[src/sv/ntcm_pkg.sv]
// ---------------------------------------------------------------------------
// ntcm_pkg: shared types and constants of the NTC over-temperature monitor
// Holds the item types, the register indexes and the microcode table.
// ---------------------------------------------------------------------------
package ntcm_pkg;

	localparam int NTC_SLOTS = 4;
	localparam int SMP_W     = 16;
	localparam int SUM_W     = 24;
	localparam int CNT_W     = 8;
	localparam int REG_IDX_W = 3;
	localparam int PC_W      = 4;

	localparam logic [SMP_W-1:0] AVG_RESET = 16'd890;
	localparam logic [SMP_W-1:0] CNT_MAX   = 16'hFFFF;

	// Register indexes on the configuration channel.
	localparam logic [REG_IDX_W-1:0] R_AVG_COUNT  = 3'd0;
	localparam logic [REG_IDX_W-1:0] R_OT_SET     = 3'd1;
	localparam logic [REG_IDX_W-1:0] R_OT_CLEAR   = 3'd2;
	localparam logic [REG_IDX_W-1:0] R_OT_DELAY   = 3'd3;
	localparam logic [REG_IDX_W-1:0] R_WARN_SET   = 3'd4;
	localparam logic [REG_IDX_W-1:0] R_WARN_CLEAR = 3'd5;
	localparam logic [REG_IDX_W-1:0] R_WARN_DELAY = 3'd6;
	localparam logic [REG_IDX_W-1:0] R_OT_DISABLE = 3'd7;

	// Input opcodes.
	localparam logic OP_SAMPLE  = 1'b0;
	localparam logic OP_MONITOR = 1'b1;

	// Microprogram steps.
	localparam logic [PC_W-1:0] S_IDLE = 4'd0;
	localparam logic [PC_W-1:0] S_SAMP = 4'd1;
	localparam logic [PC_W-1:0] S_CHK  = 4'd2;
	localparam logic [PC_W-1:0] S_DIV  = 4'd3;
	localparam logic [PC_W-1:0] S_DIVR = 4'd4;
	localparam logic [PC_W-1:0] S_WB   = 4'd5;
	localparam logic [PC_W-1:0] S_END  = 4'd6;
	localparam logic [PC_W-1:0] S_MON  = 4'd7;
	localparam logic [PC_W-1:0] S_PSU  = 4'd8;
	localparam logic [PC_W-1:0] S_OUT  = 4'd9;

	// Sequencer branch conditions.
	localparam logic [2:0] C_NEXT  = 3'd0; // fall through
	localparam logic [2:0] C_JMP   = 3'd1; // always jump
	localparam logic [2:0] C_IN    = 3'd2; // wait for an input beat, jump on monitor
	localparam logic [2:0] C_OPEN  = 3'd3; // jump if the block is still open
	localparam logic [2:0] C_BUSY  = 3'd4; // jump while the divider runs
	localparam logic [2:0] C_MORE  = 3'd5; // jump if channels remain
	localparam logic [2:0] C_OUTW  = 3'd6; // wait for the output register, then jump

	typedef struct packed {
		logic             opcode;
		logic [SMP_W-1:0] sample_0;
		logic [SMP_W-1:0] sample_1;
		logic [SMP_W-1:0] sample_2;
		logic [SMP_W-1:0] sample_3;
	} in_item_t;

	typedef struct packed {
		logic [SMP_W-1:0]     avg_0;
		logic [SMP_W-1:0]     avg_1;
		logic [SMP_W-1:0]     avg_2;
		logic [SMP_W-1:0]     avg_3;
		logic                 avg_valid;
		logic [NTC_SLOTS-1:0] ot_flags;
		logic [NTC_SLOTS-1:0] warn_flags;
		logic                 psu_ot;
	} out_item_t;

	typedef struct packed {
		logic [PC_W-1:0] target;
		logic [2:0]      cond;
		logic            in_rdy;
		logic            acc;
		logic            div_start;
		logic            wb;
		logic            fin;
		logic            mon;
		logic            psu;
		logic            out_ld;
	} ctrl_t;

	typedef struct packed {
		logic in_beat;
		logic opcode;
		logic blk_open;
		logic div_busy;
		logic more_ch;
		logic out_busy;
	} seq_cond_t;

	// Microcode table: one control word per step.
	function automatic ctrl_t ucode_rom(input logic [PC_W-1:0] pc);
		ctrl_t cw;
		cw = '0;
		unique case (pc)
			S_IDLE: begin
				cw.in_rdy = 1'b1;
				cw.cond   = C_IN;
				cw.target = S_MON;
			end
			S_SAMP: begin
				cw.acc  = 1'b1;
				cw.cond = C_NEXT;
			end
			S_CHK: begin
				cw.cond   = C_OPEN;
				cw.target = S_OUT;
			end
			S_DIV: begin
				cw.div_start = 1'b1;
				cw.cond      = C_NEXT;
			end
			S_DIVR: begin
				cw.cond   = C_BUSY;
				cw.target = S_DIVR;
			end
			S_WB: begin
				cw.wb     = 1'b1;
				cw.cond   = C_MORE;
				cw.target = S_DIV;
			end
			S_END: begin
				cw.fin    = 1'b1;
				cw.cond   = C_JMP;
				cw.target = S_OUT;
			end
			S_MON: begin
				cw.mon  = 1'b1;
				cw.cond = C_NEXT;
			end
			S_PSU: begin
				cw.psu  = 1'b1;
				cw.cond = C_NEXT;
			end
			S_OUT: begin
				cw.out_ld = 1'b1;
				cw.cond   = C_OUTW;
				cw.target = S_IDLE;
			end
			default: begin
				cw.cond   = C_JMP;
				cw.target = S_IDLE;
			end
		endcase
		return cw;
	endfunction

endpackage

[src/sv/ntcm_if.sv]
// ---------------------------------------------------------------------------
// ntcm_if: channel interfaces of the NTC over-temperature monitor
// Input item channel, result channel and configuration write channel.
// ---------------------------------------------------------------------------
interface ntcm_in_if;
	import ntcm_pkg::*;
	logic     valid;
	logic     ready;
	in_item_t item;
	modport source (output valid, output item, input ready);
	modport sink (input valid, input item, output ready);
endinterface

interface ntcm_out_if;
	import ntcm_pkg::*;
	logic      valid;
	logic      ready;
	out_item_t item;
	modport source (output valid, output item, input ready);
	modport sink (input valid, input item, output ready);
endinterface

interface ntcm_cfg_if;
	import ntcm_pkg::*;
	logic                 valid;
	logic                 ready;
	logic [REG_IDX_W-1:0] index;
	logic [SMP_W-1:0]     wdata;
	modport source (output valid, output index, output wdata, input ready);
	modport sink (input valid, input index, input wdata, output ready);
endinterface

[src/sv/ntcm_seq.sv]
// ---------------------------------------------------------------------------
// ntcm_seq: microcode sequencer
// Step counter, control store lookup and conditional branching.
// ---------------------------------------------------------------------------
module ntcm_seq (
	input  logic                          clk,
	input  logic                          arst_n,
	input  ntcm_pkg::seq_cond_t           cond_in,
	output ntcm_pkg::ctrl_t               cw,
	output logic [ntcm_pkg::PC_W-1:0]     pc
);
	import ntcm_pkg::*;

	logic [PC_W-1:0] pc_q;
	logic [PC_W-1:0] pc_nxt;
	logic [PC_W-1:0] pc_inc;

	assign cw     = ucode_rom(pc_q);
	assign pc     = pc_q;
	assign pc_inc = pc_q + PC_W'(1);

	always_comb begin
		unique case (cw.cond)
			C_NEXT: pc_nxt = pc_inc;
			C_JMP:  pc_nxt = cw.target;
			C_IN:   pc_nxt = !cond_in.in_beat ? pc_q :
			                 (cond_in.opcode == OP_MONITOR) ? cw.target : pc_inc;
			C_OPEN: pc_nxt = cond_in.blk_open ? cw.target : pc_inc;
			C_BUSY: pc_nxt = cond_in.div_busy ? cw.target : pc_inc;
			C_MORE: pc_nxt = cond_in.more_ch ? cw.target : pc_inc;
			C_OUTW: pc_nxt = cond_in.out_busy ? pc_q : cw.target;
			default: pc_nxt = S_IDLE;
		endcase
	end

	always_ff @(posedge clk or negedge arst_n) begin
		if (!arst_n) begin
			pc_q <= S_IDLE;
		end else begin
			pc_q <= pc_nxt;
		end
	end

endmodule

[src/sv/ntcm_div.sv]
// ---------------------------------------------------------------------------
// ntcm_div: serial restoring divider
// Divides a channel sum by the sample count, one quotient bit per cycle.
// ---------------------------------------------------------------------------
module ntcm_div (
	input  logic                      clk,
	input  logic                      arst_n,
	input  logic                      start,
	input  logic [ntcm_pkg::SUM_W-1:0] dividend,
	input  logic [ntcm_pkg::CNT_W-1:0] divisor,
	output logic                      busy,
	output logic [ntcm_pkg::SUM_W-1:0] quotient
);
	import ntcm_pkg::*;

	localparam int BIT_W = $clog2(SUM_W + 1);

	logic [BIT_W-1:0] bits_q;
	logic [SUM_W-1:0] dvd_q;
	logic [CNT_W-1:0] rem_q;
	logic [CNT_W:0]   rem_sh;
	logic [CNT_W:0]   rem_diff;
	logic             ge;

	assign rem_sh   = {rem_q, dvd_q[SUM_W-1]};
	assign rem_diff = rem_sh - {1'b0, divisor};
	assign ge       = rem_sh >= {1'b0, divisor};
	assign busy     = bits_q != '0;
	assign quotient = dvd_q;

	always_ff @(posedge clk or negedge arst_n) begin
		if (!arst_n) begin
			bits_q <= '0;
		end else if (start) begin
			bits_q <= BIT_W'(SUM_W);
		end else if (busy) begin
			bits_q <= bits_q - BIT_W'(1);
		end
	end

	// The dividend register fills with quotient bits from the right.
	always_ff @(posedge clk) begin
		if (start) begin
			dvd_q <= dividend;
			rem_q <= '0;
		end else if (busy) begin
			dvd_q <= {dvd_q[SUM_W-2:0], ge};
			rem_q <= ge ? rem_diff[CNT_W-1:0] : rem_sh[CNT_W-1:0];
		end
	end

endmodule

[src/sv/ntcm_det.sv]
// ---------------------------------------------------------------------------
// ntcm_det: debounced hysteresis detector
// One delay counter and one flag for one channel and one threshold pair.
// ---------------------------------------------------------------------------
module ntcm_det (
	input  logic                      clk,
	input  logic                      arst_n,
	input  logic                      en,
	input  logic [ntcm_pkg::SMP_W-1:0] avg,
	input  logic [ntcm_pkg::SMP_W-1:0] set_lvl,
	input  logic [ntcm_pkg::SMP_W-1:0] clr_lvl,
	input  logic [ntcm_pkg::SMP_W-1:0] dly,
	output logic                      flag
);
	import ntcm_pkg::*;

	logic [SMP_W-1:0] cnt_q;
	logic             flag_q;

	assign flag = flag_q;

	// Below the set level the counter climbs and the flag sets once it
	// passes the delay; above the clear level it falls and the flag clears
	// at zero.
	always_ff @(posedge clk or negedge arst_n) begin
		if (!arst_n) begin
			cnt_q  <= '0;
			flag_q <= 1'b0;
		end else if (en) begin
			if (avg < set_lvl) begin
				if (cnt_q > dly) begin
					flag_q <= 1'b1;
				end else if (cnt_q != CNT_MAX) begin
					cnt_q <= cnt_q + SMP_W'(1);
				end
			end else if (avg > clr_lvl) begin
				if (cnt_q != '0) begin
					cnt_q <= cnt_q - SMP_W'(1);
				end else begin
					flag_q <= 1'b0;
				end
			end
		end
	end

endmodule

[src/sv/ntc_average_overtemp_monitor.sv]
// ---------------------------------------------------------------------------
// ntc_average_overtemp_monitor: NTC block averager and over-temperature monitor
// Averages per-channel resistance readings and debounces OT and warning flags.
// ---------------------------------------------------------------------------
// Usage. Items arrive on in_ch. A sample item (opcode 0) adds each reading to
// its channel sum; when the block length is reached every sum is divided by
// the sample count and avg_valid is raised in that item's result. A monitor
// item (opcode 1) runs the OT and warning detectors on the current averages
// and refreshes psu_ot. Each item produces exactly one result beat on out_ch.
// Registers are written on cfg by index; the user must write them only while
// the block is idle, as the block does not enforce it; cfg is always ready.
// Timing. A microcoded sequencer handles one item at a time and takes the
// next input beat only once the result of the last item is loaded. A sample
// item that does not close a block passes the sample, check and output
// steps; a monitor item passes the monitor, PSU and output steps. A sample
// item that closes a block runs, per channel, a start step for the shared
// serial divider, a wait step that ends once the divider is no longer busy,
// and a write-back step; then it runs an end step and the output step.
// Reset clears the sums, counters and flags, loads 890 into every average and
// restores the register defaults. When the receiver stalls, the result sits
// in the output register and the next input beat is still taken; the
// sequencer waits at its output step only if that register is still full.
// ---------------------------------------------------------------------------
module ntc_average_overtemp_monitor #(
	parameter int CHANNELS = 4
) (
	input  logic        clk,
	input  logic        arst_n,
	ntcm_in_if.sink     in_ch,
	ntcm_out_if.source  out_ch,
	ntcm_cfg_if.sink    cfg
);
	import ntcm_pkg::*;

	localparam int CH_W = (CHANNELS > 1) ? $clog2(CHANNELS) : 1;

	// Configuration registers.
	logic [CNT_W-1:0] avg_count_q;
	logic [SMP_W-1:0] ot_set_q;
	logic [SMP_W-1:0] ot_clear_q;
	logic [SMP_W-1:0] ot_delay_q;
	logic [SMP_W-1:0] warn_set_q;
	logic [SMP_W-1:0] warn_clear_q;
	logic [SMP_W-1:0] warn_delay_q;
	logic             ot_disable_q;

	// Datapath state.
	logic [SUM_W-1:0] sum_q [CHANNELS];
	logic [SMP_W-1:0] avg_q [CHANNELS];
	logic [CNT_W-1:0] count_q;
	logic [CH_W-1:0]  ch_q;
	logic             valid_q;
	logic             psu_q;
	in_item_t         in_q;

	// Output register.
	out_item_t        out_q;
	logic             out_valid_q;

	ctrl_t            cw;
	seq_cond_t        cond;
	logic [PC_W-1:0]  pc;
	logic             in_beat;
	logic             cfg_beat;
	logic             out_busy;
	logic [CNT_W-1:0] limit;
	logic             blk_done;
	logic             div_busy;
	logic [SUM_W-1:0] quot;
	logic [SMP_W-1:0] quot_sat;
	logic [CHANNELS-1:0] ot_vec;
	logic [CHANNELS-1:0] warn_vec;
	logic [SMP_W-1:0] samp [NTC_SLOTS];
	logic [SMP_W-1:0] avg_slot [NTC_SLOTS];
	logic [NTC_SLOTS-1:0] ot_slot;
	logic [NTC_SLOTS-1:0] warn_slot;

	assign in_ch.ready = cw.in_rdy;
	assign in_beat     = in_ch.valid && in_ch.ready;
	assign cfg.ready   = 1'b1;
	assign cfg_beat    = cfg.valid && cfg.ready;
	assign out_busy    = out_valid_q && !out_ch.ready;

	// A zero block length closes a block on every sample.
	assign limit    = (avg_count_q == '0) ? CNT_W'(1) : avg_count_q;
	assign blk_done = (count_q >= limit) && (count_q != '0);

	assign cond.in_beat  = in_beat;
	assign cond.opcode   = in_ch.item.opcode;
	assign cond.blk_open = !blk_done;
	assign cond.div_busy = div_busy;
	assign cond.more_ch  = ch_q != CH_W'(CHANNELS - 1);
	assign cond.out_busy = out_busy;

	ntcm_seq u_seq (
		.clk     (clk),
		.arst_n  (arst_n),
		.cond_in (cond),
		.cw      (cw),
		.pc      (pc)
	);

	ntcm_div u_div (
		.clk      (clk),
		.arst_n   (arst_n),
		.start    (cw.div_start),
		.dividend (sum_q[ch_q]),
		.divisor  (count_q),
		.busy     (div_busy),
		.quotient (quot)
	);

	// The quotient never exceeds 16 bits for real data; clamp all the same.
	assign quot_sat = (quot[SUM_W-1:SMP_W] != '0) ? CNT_MAX : quot[SMP_W-1:0];

	assign samp[0] = in_q.sample_0;
	assign samp[1] = in_q.sample_1;
	assign samp[2] = in_q.sample_2;
	assign samp[3] = in_q.sample_3;

	// One OT and one warning detector per channel, all stepped together.
	for (genvar i = 0; i < CHANNELS; i++) begin : g_det
		ntcm_det u_ot (
			.clk     (clk),
			.arst_n  (arst_n),
			.en      (cw.mon),
			.avg     (avg_q[i]),
			.set_lvl (ot_set_q),
			.clr_lvl (ot_clear_q),
			.dly     (ot_delay_q),
			.flag    (ot_vec[i])
		);
		ntcm_det u_warn (
			.clk     (clk),
			.arst_n  (arst_n),
			.en      (cw.mon),
			.avg     (avg_q[i]),
			.set_lvl (warn_set_q),
			.clr_lvl (warn_clear_q),
			.dly     (warn_delay_q),
			.flag    (warn_vec[i])
		);
	end

	// Slots beyond the configured channel count report zero.
	for (genvar j = 0; j < NTC_SLOTS; j++) begin : g_slot
		if (j < CHANNELS) begin : g_used
			assign avg_slot[j]  = avg_q[j];
			assign ot_slot[j]   = ot_vec[j];
			assign warn_slot[j] = warn_vec[j];
		end else begin : g_unused
			assign avg_slot[j]  = '0;
			assign ot_slot[j]   = 1'b0;
			assign warn_slot[j] = 1'b0;
		end
	end

	always_ff @(posedge clk or negedge arst_n) begin
		if (!arst_n) begin
			avg_count_q  <= CNT_W'(16);
			ot_set_q     <= '0;
			ot_clear_q   <= CNT_MAX;
			ot_delay_q   <= '0;
			warn_set_q   <= '0;
			warn_clear_q <= CNT_MAX;
			warn_delay_q <= '0;
			ot_disable_q <= 1'b0;
		end else if (cfg_beat) begin
			unique case (cfg.index)
				R_AVG_COUNT:  avg_count_q  <= cfg.wdata[CNT_W-1:0];
				R_OT_SET:     ot_set_q     <= cfg.wdata;
				R_OT_CLEAR:   ot_clear_q   <= cfg.wdata;
				R_OT_DELAY:   ot_delay_q   <= cfg.wdata;
				R_WARN_SET:   warn_set_q   <= cfg.wdata;
				R_WARN_CLEAR: warn_clear_q <= cfg.wdata;
				R_WARN_DELAY: warn_delay_q <= cfg.wdata;
				R_OT_DISABLE: ot_disable_q <= cfg.wdata[0];
				default: ;
			endcase
		end
	end

	// Input beat capture.
	always_ff @(posedge clk) begin
		if (in_beat) begin
			in_q <= in_ch.item;
		end
	end

	// Sums, averages and block bookkeeping.
	always_ff @(posedge clk or negedge arst_n) begin
		if (!arst_n) begin
			for (int k = 0; k < CHANNELS; k++) begin
				sum_q[k] <= '0;
				avg_q[k] <= AVG_RESET;
			end
			count_q <= '0;
			ch_q    <= '0;
			valid_q <= 1'b0;
			psu_q   <= 1'b0;
		end else begin
			if (in_beat) begin
				valid_q <= 1'b0;
			end
			if (cw.acc) begin
				for (int k = 0; k < CHANNELS; k++) begin
					sum_q[k] <= sum_q[k] + SUM_W'(samp[k]);
				end
				count_q <= count_q + CNT_W'(1);
				ch_q    <= '0;
			end
			if (cw.wb) begin
				avg_q[ch_q] <= quot_sat;
				sum_q[ch_q] <= '0;
				ch_q        <= ch_q + CH_W'(1);
			end
			if (cw.fin) begin
				count_q <= '0;
				valid_q <= 1'b1;
			end
			if (cw.psu) begin
				psu_q <= (ot_vec != '0) && !ot_disable_q;
			end
		end
	end

	// Output register: loaded at the output step once it is free.
	always_ff @(posedge clk or negedge arst_n) begin
		if (!arst_n) begin
			out_valid_q <= 1'b0;
		end else if (cw.out_ld && !out_busy) begin
			out_valid_q <= 1'b1;
		end else if (out_ch.ready) begin
			out_valid_q <= 1'b0;
		end
	end

	always_ff @(posedge clk) begin
		if (cw.out_ld && !out_busy) begin
			out_q.avg_0      <= avg_slot[0];
			out_q.avg_1      <= avg_slot[1];
			out_q.avg_2      <= avg_slot[2];
			out_q.avg_3      <= avg_slot[3];
			out_q.avg_valid  <= valid_q;
			out_q.ot_flags   <= ot_slot;
			out_q.warn_flags <= warn_slot;
			out_q.psu_ot     <= psu_q;
		end
	end

	assign out_ch.valid = out_valid_q;
	assign out_ch.item  = out_q;

	// The divider only runs while the sequencer waits on it.
	a_div_in_loop: assert property (@(posedge clk) disable iff (!arst_n)
		div_busy |-> pc == S_DIVR)
		else $error("divider busy outside the divide loop");

	// A division never starts with a zero sample count.
	a_div_nonzero: assert property (@(posedge clk) disable iff (!arst_n)
		cw.div_start |-> count_q != '0)
		else $error("division started with zero count");

	// An input beat dispatches to the sample or the monitor routine.
	a_dispatch: assert property (@(posedge clk) disable iff (!arst_n)
		in_beat |=> (pc == S_SAMP || pc == S_MON))
		else $error("input beat did not dispatch");

	// Flags and psu_ot only change on a monitor item's steps.
	a_flags_hold: assert property (@(posedge clk) disable iff (!arst_n)
		(!cw.mon && !cw.psu) |=> ($stable(ot_vec) && $stable(psu_q)))
		else $error("flags changed outside a monitor item");

endmodule

[src/flat_wrapper.sv]
// flat-port wrapper written by rule: the top's interface ports become plain ports
module ntc_average_overtemp_monitor_flat import ntcm_pkg::*;
#(
	parameter int CHANNELS = 4
)
  (clk, arst_n, in_ch_valid, in_ch_item, in_ch_ready, out_ch_valid, out_ch_item, out_ch_ready, cfg_valid, cfg_index, cfg_wdata, cfg_ready);
  ntcm_in_if in_ch_i ();
  ntcm_out_if out_ch_i ();
  ntcm_cfg_if cfg_i ();
  input  logic clk;
  input  logic arst_n;
  input wire logic [$bits(in_ch_i.valid)-1:0] in_ch_valid;
  input wire logic [$bits(in_ch_i.item)-1:0] in_ch_item;
  output wire logic [$bits(in_ch_i.ready)-1:0] in_ch_ready;
  output wire logic [$bits(out_ch_i.valid)-1:0] out_ch_valid;
  output wire logic [$bits(out_ch_i.item)-1:0] out_ch_item;
  input wire logic [$bits(out_ch_i.ready)-1:0] out_ch_ready;
  input wire logic [$bits(cfg_i.valid)-1:0] cfg_valid;
  input wire logic [$bits(cfg_i.index)-1:0] cfg_index;
  input wire logic [$bits(cfg_i.wdata)-1:0] cfg_wdata;
  output wire logic [$bits(cfg_i.ready)-1:0] cfg_ready;
  assign in_ch_i.valid = in_ch_valid;
  assign in_ch_i.item = in_ch_item;
  assign in_ch_ready = in_ch_i.ready;
  assign out_ch_valid = out_ch_i.valid;
  assign out_ch_item = out_ch_i.item;
  assign out_ch_i.ready = out_ch_ready;
  assign cfg_i.valid = cfg_valid;
  assign cfg_i.index = cfg_index;
  assign cfg_i.wdata = cfg_wdata;
  assign cfg_ready = cfg_i.ready;
  ntc_average_overtemp_monitor #(.CHANNELS(CHANNELS)) u_core (.clk(clk), .arst_n(arst_n), .in_ch(in_ch_i), .out_ch(out_ch_i), .cfg(cfg_i));
endmodule
[config.mk]
export PLATFORM = sky130hd
export DESIGN_NAME = ntc_average_overtemp_monitor_flat
export DESIGN_NICKNAME = d
export VERILOG_FILES = /design/src/sv/ntcm_pkg.sv /design/src/sv/ntcm_if.sv /design/src/sv/ntcm_seq.sv /design/src/sv/ntcm_div.sv /design/src/sv/ntcm_det.sv /design/src/sv/ntc_average_overtemp_monitor.sv /design/src/flat_wrapper.sv
export SDC_FILE = /design/constraint.sdc
export NUM_CORES = 2
export LEC_CHECK = 0
export ABC_AREA = 1
export BUFFER_PORTS_ARGS = -buffer_cell sky130_fd_sc_hd__buf_2
export CAP_MARGIN = 20
export CORE_MARGIN = 8
export CORE_UTILIZATION = 33
export DETAILED_ROUTE_END_ITERATION = 7
export SLEW_MARGIN = 20
export SYNTH_ARGS = -nofsm -noshare
export SYNTH_HDL_FRONTEND = slang
export SYNTH_SLANG_ARGS = --single-unit
[constraint.sdc]
create_clock -name clk -period 7.1 [get_ports clk]
set_input_delay 0.71 -clock clk [delete_from_list [all_inputs] [get_ports clk]]
set_output_delay 0.71 -clock clk [all_outputs]
set_load 0.03 [all_outputs]
==> metrics.md <==
| Metric | Value |
|---|---|
| Routability cong. | 0.922 |
| Cell breakdown of the critical path | ha_1 -> a21oi_1 -> nor2_1 -> nor3_1 -> nand2_1 -> nand2_1 -> nand2_2 -> ha_1 -> nand2_1 -> nand2_1 -> o21ai_0 -> o21ai_0 -> inv_1 -> o21ai_0 -> xor2_1 -> nand3_1 -> nand2_1 |
| Type of the worst setup path | flip-flop to flip-flop |
| Buf/Inv on CP | 1 |
| Tot Pwr | 0.0220 W |
| Sw Ratio | 0.485 |
| Post-Synthesis Cells | 5572 |
| Post-route clock skew | 0.0418 ns |
| Final setup violation count | 0 |
| Io pins | 166 |
| Sw power | 0.0107 W |
| Wire length of the first global-routing pass | 217 mm |
| Die area | 144000 µm² |
| Fmax | 263 MHz |
| Worst slew margin | 0.286 |
| Number of vias after detailed routing | 38769 |
| Setup repair after global routing missed its margin | false |
| Post-synthesis area per instance | 7.80 µm² |
| Pin count of the biggest net entering global routing | 137 |
| Hold Buf Count CTS | 0 |
| Netlist area before placement | 43500 µm² |
| Final wirelength | 142 mm |
| Global router's overall resource usage | 0.193 |
| Final period demand of the worst path | 3.80 ns |
| Port-buffer cells | 164 |
| Worst setup SP type | flip-flop |
| Area growth syn-to-layout | 12.3% |
| Number of enable-type register cells in the synthesized netlist | 162 |
| Antenna violations before repair | 14 |
| Period utilization | 0.535 |
| Critical Path Sink Type | flip-flop |
| Total of cells resized after clock tree synthesis | 0 |
| DRC violations left | 0 |
| Final Slew Violations | 0 |
| Die X | 379 µm |
| Clock sink count | 593 |
| Leakage power | 24.8 nW |
| TritonCTS clock tree | done |
| Worst path top cell family by delay | simple AND/OR/NAND/NOR gates |
| Half-perimeter wire length of the detailed placement result | 107 mm |
| Status | complete, no violations |
| Clock Tree Root | sky130_fd_sc_hd__clkbuf_16 |
| Post-Syn Nets | 6253 |
| Most used flip-flop cell after synthesis | sky130_fd_sc_hd__dfrtp_1 |
| Hold/Removal Path Class | input pin to async pin |
| Cell repeated most along the worst path | sky130_fd_sc_hd__nand2_1 |
| Mean number of vias per cell | 5.14 |
| Reg power frac | 0.277 |
| Maximum fanout count along the critical path | 18 |
| Max_cap viols | 0 |
| Number of buffers inserted to repair setup after CTS | 0 |
| Max IR drop VDD | 0.247 mV |
| Count of antenna-violating nets left after detailed routing | 0 |
| Final count of hold timing violations | 0 |
| Setup TNS | 0 ns |
| Overflow left after global routing | 0 |
| Detailed router's first-iteration violation count | 3117 |
| Routed wire length per instance | 18.8 µm |
| Clock Pin Slew Worst Setup and Hold Paths | 0.06 ns |
| Fraction of layout cells with a size suffix above 1 | 0.0812 |
| Placeable core region | 131000 µm² |
| Hold WS | 0.0918 ns |
| Number of warnings issued by yosys | 0 |
| Logic gate share of total power | 0.527 |
| Number of global-route vias before repair | 37067 |
| Clock network fraction of total power | 0.196 |
| Internal power contribution | 0.0113 W |
| Post-synth ARST share | 0.713 |
| Fraction of the yosys area taken by sequential cells | 0.361 |
| Power density relative to cell area | 452 nW/µm² |
| Maximum number of buffers from clock root to sink | 3 |
| Master of the slowest instance on the critical path | sky130_fd_sc_hd__dfstp_2 |
| #FFs+latches synth | 593 |
| Final core utilization | 0.372 |
| Vert. Die Dim | 379 µm |
| Slowest Stage Delay on Critical Path | 0.60 ns |
| Row count | 133 |
| Initial Utilization | 0.331 |
| Required time of the critical path | 7.73 ns |
| Worst Path Arrival | 4.43 ns |
| Slew of the pin with the lowest slew margin | 1.07 ns |
| Number of distinct library cells after synthesis | 58 |
| First-pass iteration count of the detailed router | 7 |
| Skew-Pair Late Insertion Delay | 0.70 ns |
| Num CTS Buffers | 76 |
| Nets | 6402 |
| Number of H-tree levels | 3 |
==> final cells by class <==
class | count | area (µm²)
flip-flops and latches | 593 | 15700
repair buffers | 182 | 995
multi-input cells | 4302 | 25000
inverters | 566 | 2130
well taps | 1755 | 2200
clock inverters | 35 | 626
diodes | 7 | 17.5
clock buffers | 107 | 2130
fillers | 13621 | 82300
==> state kept, by name (all words and copies together) (netlist names), 24 cells and up <==
signal and flops:
u_core.sum_q 96, u_core.out_ch.item 74, u_core.avg_q 64, u_core.g_det.u_ot.cnt_q 64, u_core.g_det.u_warn.cnt_q 64, u_core.in_q 64, u_core.u_div.quotient 24
==> logic make-up after synthesis <==
| family | count (synthesis) | share of synthesized area |
|---|---|---|
| simple gates | 2620 | 0.257 |
| other cells | 1 | 0.0000863 |
| buf+inv | 677 | 0.0644 |
| fa+ha+maj | 592 | 0.173 |
| compound gates | 977 | 0.122 |
| flops | 593 | 0.361 |
| xor+xnor | 112 | 0.0226 |
==> stage by stage <==
stage                     worst slack, ns  cell area [µm²]  instances
final                                3.30            48800       7547
after CTS                            3.38            48800       7540
after global routing                 2.99            48800       7540
after detailed placement             3.43            46000       7398
after global placement               3.41            46000       7398
after floorplan                      2.60            43500       5572
==> synthesized netlist by cell type, types with 12 or more instances <==
cell type,n,area [µm²]
sky130_fd_sc_hd__fa_1,13,260
sky130_fd_sc_hd__clkbuf_1,45,169
sky130_fd_sc_hd__o21ai_0,354,1770
sky130_fd_sc_hd__a21oi_1,443,2220
sky130_fd_sc_hd__o21a_1,26,195
sky130_fd_sc_hd__buf_2,29,145
sky130_fd_sc_hd__nor4_1,43,269
sky130_fd_sc_hd__o211ai_1,56,420
sky130_fd_sc_hd__nand2_2,23,144
sky130_fd_sc_hd__buf_4,12,90.1
sky130_fd_sc_hd__o21ai_1,13,65.1
sky130_fd_sc_hd__nor2_1,382,1430
sky130_fd_sc_hd__nand3b_1,30,225
sky130_fd_sc_hd__o21bai_1,17,128
sky130_fd_sc_hd__buf_6,21,236
sky130_fd_sc_hd__ha_1,579,7240
sky130_fd_sc_hd__dfstp_2,61,1600
sky130_fd_sc_hd__a21o_1,17,128
sky130_fd_sc_hd__nand2_1,1574,5910
sky130_fd_sc_hd__inv_2,16,60.1
sky130_fd_sc_hd__xnor2_1,19,166
sky130_fd_sc_hd__nand4_1,88,551
sky130_fd_sc_hd__nor3_1,57,285
sky130_fd_sc_hd__edfxtp_1,162,4860
sky130_fd_sc_hd__a31oi_1,18,113
sky130_fd_sc_hd__nand2_4,19,214
sky130_fd_sc_hd__or2_2,21,131
sky130_fd_sc_hd__nand3_1,364,1820
sky130_fd_sc_hd__inv_1,547,2050
sky130_fd_sc_hd__xor2_1,93,815
sky130_fd_sc_hd__dfrtp_1,362,9060
==> layer usage <==
layer / up-vias / track usage / wire (µm)
met4: 2 / 0.0860 / 6430
met1: 18259 / 0.258 / 64100
met3: 254 / 0.0439 / 9730
met5: - / 0 / 13
li1: 19131 / - / -
met2: 1123 / 0.299 / 61300
==> path summary, 6_finish.rpt <==
check                      cells after the start        startpoint                               end  slack, ns
max                                           17  u_core.avg_q[21]   u_core.g_det[2].u_warn.cnt_q[8]       3.30
min                                            1            arst_n  u_core.g_det[0].u_warn.cnt_q[12]       0.09
max reg2reg                                   17  u_core.avg_q[21]   u_core.g_det[2].u_warn.cnt_q[8]       3.30
min reg2reg                                    0      u_core.psu_q             u_core.out_ch.item[0]       0.46
max in group asynchronous                      2            arst_n                    u_core.ch_q[0]       5.66
min in group clk                               1    in_ch_item[23]                   u_core.in_q[23]       0.18
==> layout by cell type (no fill, tap or decap), drive strengths merged, types with 8 or more instances in the layout <==
master     n
dfstp     61
nor3      59
a31oi     18
inv      569
clkinv    17
xor2      93
a21o      17
o21ai    368
clkbuf   107
bufinv    13
or2       23
buf      182
ha       579
nand3    365
o211ai    56
edfxtp   162
dfrtp    362
o21bai    17
a21oi    450
nand4     88
nor4      47
o21a      26
nand3b    30
dfxtp      8
fa        13
o22ai      8
xnor2     19
nor2     385
nand2   1616
==> power groups by stage <==
stage          logic (W)  clock network [W]  registers, W
2_1_floorplan    0.00879                  0       0.00554
3_5_place_dp      0.0115                  0       0.00611
4_1_cts           0.0115            0.00442       0.00606
5_1_grt           0.0133            0.00454       0.00621
6_report          0.0116            0.00432       0.00609
3_3_place_gp      0.0113                  0       0.00609
Power figures use the tool's default switching activity.
